### src/rtl/core/hpc_pkg.sv
`timescale 1ns / 1ps
// Shared types and constants for the hard-point chain collision step.
// No dependencies; hpc_front, hpc_back and the top level import this package.
package hpc_pkg;

  typedef enum logic [1:0] {
    OP_LOAD = 2'd0,
    OP_PRED = 2'd1,
    OP_PERF = 2'd2,
    OP_NONE = 2'd3
  } op_t;

  typedef enum logic [1:0] {
    CFG_WELL = 2'd0,
    CFG_MEVEN = 2'd1,
    CFG_MODD = 2'd2,
    CFG_MPROD = 2'd3
  } cfg_idx_t;

  typedef enum logic [3:0] {
    ST_IDLE,
    ST_LOAD,
    ST_RD_I,
    ST_RD_NX,
    ST_RD_PV,
    ST_RD_N2,
    ST_RD_END,
    ST_DECIDE,
    ST_DIV_GO,
    ST_DIV_WAIT,
    ST_MUL_GO,
    ST_MUL_WAIT,
    ST_WR_NX,
    ST_WR_PV,
    ST_WR_I,
    ST_RESULT
  } state_t;

  // multiply passes of a perform, in issue order
  typedef enum logic [3:0] {
    MS_JR, MS_JN, MS_JP, MS_GNX, MS_GPV, MS_AH, MS_AN, MS_VTOT,
    MS_VI, MS_VNX, MS_GI, MS_JRD, MS_PM, MS_EN
  } mstep_t;

  typedef struct packed {
    op_t         op;
    logic        kind;
    logic [63:0] etime;
    logic [63:0] lgap;
    logic [63:0] lvel;
    logic [63:0] ltime;
  } item_t;

  typedef struct packed {
    logic [62:0] well_width;
    logic [62:0] mass_ratio_even;
    logic [62:0] mass_ratio_odd;
    logic [62:0] mass_product;
  } cfg_t;

  localparam logic [62:0] CFG_RESET = 63'h1_0000_0000;
  localparam logic [63:0] DELTA = 64'd4294967;
  localparam logic [63:0] HALF = 64'd2147483648;

endpackage

### src/rtl/core/hpc_front.sv
`timescale 1ns / 1ps
// Front end: takes requests, reduces the site onto the ring, finds neighbors,
// and holds up to two decoded requests for the back end. Depends on hpc_pkg.
module hpc_front #(
  parameter int SITES = 1024
) (
  input  logic                         clk,
  input  logic                         rst,
  input  logic                         in_valid,
  output logic                         in_ready,
  input  hpc_pkg::item_t               in_item,
  input  logic [9:0]                   in_site,
  output logic                         q_valid,
  input  logic                         q_ready,
  output hpc_pkg::item_t               q_item,
  output logic [$clog2(SITES)-1:0]     q_i,
  output logic [$clog2(SITES)-1:0]     q_nx,
  output logic [$clog2(SITES)-1:0]     q_pv,
  output logic [$clog2(SITES)-1:0]     q_n2
);
  import hpc_pkg::*;

  localparam int IW = $clog2(SITES);
  localparam int IW1 = IW + 1;
  localparam int unsigned RECIP = (1 << 20) / SITES;

  logic [31:0]    q_est, r_est;
  logic [IW-1:0]  i_w, nx_w, pv_w, n2_w;
  logic [IW1-1:0] i_e, p1, p2;

  item_t         e_item [2];
  logic [IW-1:0] e_i [2], e_nx [2], e_pv [2], e_n2 [2];
  logic          wp, rp;
  logic [1:0]    count;
  logic          push, pop;

  // reduce the site by a reciprocal multiply; the quotient estimate is at most one short
  assign q_est = (32'(in_site) * RECIP) >> 20;
  assign r_est = 32'(in_site) - q_est * 32'(SITES);
  assign i_w = (r_est >= 32'(SITES)) ? IW'(r_est - 32'(SITES)) : IW'(r_est);
  assign i_e = {1'b0, i_w};
  assign p1 = i_e + IW1'(1);
  assign p2 = i_e + IW1'(2);
  assign nx_w = (p1 == IW1'(SITES)) ? '0 : p1[IW-1:0];
  assign n2_w = (p2 >= IW1'(SITES)) ? IW'(p2 - IW1'(SITES)) : p2[IW-1:0];
  assign pv_w = (i_w == '0) ? IW'(SITES - 1) : IW'(i_e - IW1'(1));

  assign in_ready = (count != 2'd2);
  assign q_valid = (count != 2'd0);
  assign push = in_valid && in_ready;
  assign pop = q_valid && q_ready;

  assign q_item = e_item[rp];
  assign q_i = e_i[rp];
  assign q_nx = e_nx[rp];
  assign q_pv = e_pv[rp];
  assign q_n2 = e_n2[rp];

  always_ff @(posedge clk) begin
    if (rst) begin
      wp <= 1'b0;
      rp <= 1'b0;
      count <= 2'd0;
    end else begin
      if (push) begin
        e_item[wp] <= in_item;
        e_i[wp] <= i_w;
        e_nx[wp] <= nx_w;
        e_pv[wp] <= pv_w;
        e_n2[wp] <= n2_w;
        wp <= ~wp;
      end
      if (pop) begin
        rp <= ~rp;
      end
      count <= count + {1'b0, push} - {1'b0, pop};
    end
  end
endmodule

### config.mk
export PLATFORM = sky130hd
export DESIGN_NAME = hpc_front
export DESIGN_NICKNAME = d
export VERILOG_FILES = /design/src/rtl/core/hpc_pkg.sv /design/src/rtl/core/hpc_front.sv
export SDC_FILE = /design/constraint.sdc
export NUM_CORES = 1
export LEC_CHECK = 0
export CAP_MARGIN = 20
export CORE_MARGIN = 3
export CORE_UTILIZATION = 48
export CTS_CLUSTER_SIZE = 16
export DETAILED_ROUTE_END_ITERATION = 8
export DONT_BUFFER_PORTS = 1
export PLACE_DENSITY_LB_ADDON = 0.3
export REMOVE_ABC_BUFFERS = 1
export SLEW_MARGIN = 10
export SYNTH_ARGS = -nofsm -noshare
export SYNTH_HDL_FRONTEND = slang
export SYNTH_SLANG_ARGS = --single-unit
export TNS_END_PERCENT = 10
### constraint.sdc
create_clock -name clk -period 46.9 [get_ports clk]
set_input_delay 4.69 -clock clk [delete_from_list [all_inputs] [get_ports clk]]
set_output_delay 4.69 -clock clk [all_outputs]
set_load 0.1 [all_outputs]
==> impl_metrics.csv <==
group,metric,value,unit
yosys,synthSimpleGateAreaFrac,0.0101,
worst_hold_path,holdPathEnd,"wp",
route,ant_nets,0,
yosys,synthArstFlopShare,0,
yosys,yosysMostFrequentCell,"edfxtp_1",
floorplanning,die_x,221,um
timing,maxSlewViolCount,0,
route,drt_iter0_drc,754,
floorplanning,die_area,0.0489,sq mm
status,status,"complete, no violations",
global_route,overflow,0,
yosys,synth_compound_area_frac,0.00423,
clock_tree,clk-insertion-delay-late,0.59,ns
yosys,synth_xor_xnor_area_share,0.00868,
route,drt_pre_antenna_iters,4,
global_route,grt_pass1_wl,66400,um
yosys,synthDistinctLibCells,38,
setup_path,path_max_fanout,84,
global_route,grt_use_total,0.181,
setup_path,rr_startpoint,"count[1]",
clock_tree,root_buffer,"clkbuf_16",
clock_tree,cts_tree,"yes",
final_layout,nets,1345,
yosys,synthAdderAreaFrac,0.00451,
timing,fin_crit,8.24,ns
route,routed.top_layer,"met5",
route,wl_met2,23600,um
global_route,grt_max_degree,170,
setup_path,critPathCaptureType,"output port",
global_route,antenna_found_initial,1,
timing,fmax,0.121,GHz
clock_tree,cts.sinks,601,
setup_path,r2r_end,"e_item[0][93]",
final_layout,multi_input_area,0.00398,sq mm
timing,worst_clock_skew,0.0148,ns
route,drc,0,
setup_path,r2r_slack,42.67,ns
setup_path,crit_path_start_kind,"register",
yosys,synthFlopType,"edfxtp_1",
clock_tree,cts_buffers,58,
setup_path,required,42.21,ns
clock_tree,hold_buffers,0,
yosys,avgSynthCellArea,21.5,sq um
final_layout,fill_cells,3403,
final_layout,area_delta_synth_final,11.8,%
placement,dp_hpwl,31200,um
worst_hold_path,hold_class,"reg -> reg",
clock_tree,cts.reportedPaths.clkPinSlew,0.06,ns
timing,hold_viol_final,0,
yosys,synth_area,0.0222,sq mm
floorplanning,core,0.0456,sq mm
floorplanning,io_pins,574,
timing,tightest_slew,1.12,ns
job,cap_violations,0,
yosys,postSynthCellCount,1033,
timing,setup-violations-final,0,
timing,relSlewSlack,0.255,
timing,rsz0062_at_grt,"no",
placement,port_buffers,0,
yosys,yosysSeqAreaShare,0.811,
yosys,muxShareOfSynthArea,0.151,
setup_path,critPathKind,"reg -> out",
route,via_count,9448,
setup_path,cp.arrival,3.55,ns
clock_tree,cts_setup_buffers,0,
route,drt-total-wl,45700,um
floorplanning,initial_utilization,0.487,
final_layout,register_area,0.0180,sq mm
yosys,ys_ff_latch,601,
clock_tree,cts_buffer_depth,3,
yosys,ys_warn_count,0,
yosys,synthTopCellsByArea,"edfxtp_1 81%, mux2_2 15%, xor2_1 0.59%",
clock_tree,htreeDepth,2,
placement,routabilityCongestion,0.797,
yosys,synth_top_family_by_area,"multiplexers",
floorplanning,chipHeight,221,um
yosys,yosys.area.top_type,"edfxtp_1",
yosys,synth_edf_count,596,
yosys,synth_top_cell_area_share,0.806,
route,avgRoutedWirePerCell,26.7,um
yosys,synth_top_cells_by_count,"596 x edfxtp_1, 298 x mux2_2, 26 x buf_2",
worst_hold_path,holdPathStages,2,
worst_hold_path,hp-start,"wp",
route,viasPerCell,5.52,
route,met3WireLength,5390,um
global_route,grt_pass1_vias,9790,
final_layout,drive_gt1_frac,0.366,
route,met1_length,15500,um
final_layout,n_antenna_cell,0,
timing,tns,0,ns
clock_tree,cts_resized,0,
setup_path,r2r_cells,7,
floorplanning,std_cell_rows,78,
timing,period_share,0.176,
## worst max-delay path by stage
stage,to,slack [ns],cells past startpoint
2_1_floorplan,e_i[1][0],19.21,2
3_3_place_gp,e_item[0][149],38.91,4
3_5_place_dp,e_item[0][149],38.87,4
4_1_cts,q_item[8],38.56,3
5_1_grt,q_item[195],38.46,3
6_report,q_item[93],38.66,3
## stage by stage
stage / area (sq um) / setup WS, ns / hold WS [ns] / std cells / util
floorplan: 22000 / 19.21 / 0.461 / 992 / -
CTS: 24800 / 38.56 / 0.523 / 1712 / 0.544
detailed placement: 22900 / 38.87 / 0.506 / 1603 / 0.501
global route: 24800 / 38.46 / 0.559 / 1713 / 0.544
global placement: 22900 / 38.91 / 0.487 / 1603 / 0.501
finish: 24800 / 38.66 / 0.524 / 1713 / 0.544
## placed cells by master (no fill, tap or decap), drive strengths merged, types with 5 or more instances in the layout
cell,n
clkinv,29
dfxtp,5
xnor2,7
nand3,5
nor2,9
mux2,298
inv,9
nor3,5
nand2,8
ha,8
o21ai,5
edfxtp,596
buf,12
xor2,15
clkbuf,71
bufinv,6
## state kept, by name, summed over array words and instances (netlist names), named ones only
| signal | flops |
|---|---|
| e_item | 518 |
| e_i | 20 |
| e_n2 | 18 |
| rp | 1 |
| wp | 1 |
| e_pv | 20 |
| e_nx | 20 |
| count | 2 |
## worst max-delay path, stage by stage, from the launching register on
cell	delay, ns
dfxtp_4	0.44
buf_4	0.68
buf_4	0.94
mux2_2	0.71
## area by class of cell
cell class	instances	share of cell area
flip-flops and latches	601	0.726
multi-input cells	384	0.160
clock buffers	71	0.0647
well taps	600	0.0303
clock inverters	38	0.0139
repair buffers	12	0.00414
inverters	7	0.00106
## routing by layer
metal / vias up / GRT usage
met5: - / 0
met4: 2 / 0.0598
met3: 76 / 0.0937
met2: 391 / 0.310
met1: 4830 / 0.194
li1: 4149 / -
## cells by family after synthesis
logic type,count (synthesis)
buffers and inverters,48
AO/OA/AOI/OAI,13
XOR/XNOR,22
flip-flops,601
multiplexers,298
AND/OR/NAND/NOR,43
adder cells (fa/ha/maj),8
Power is left out: the tool's default activity adds up to more than one toggle a clock period on the data nets, which glitch-free logic cannot reach.
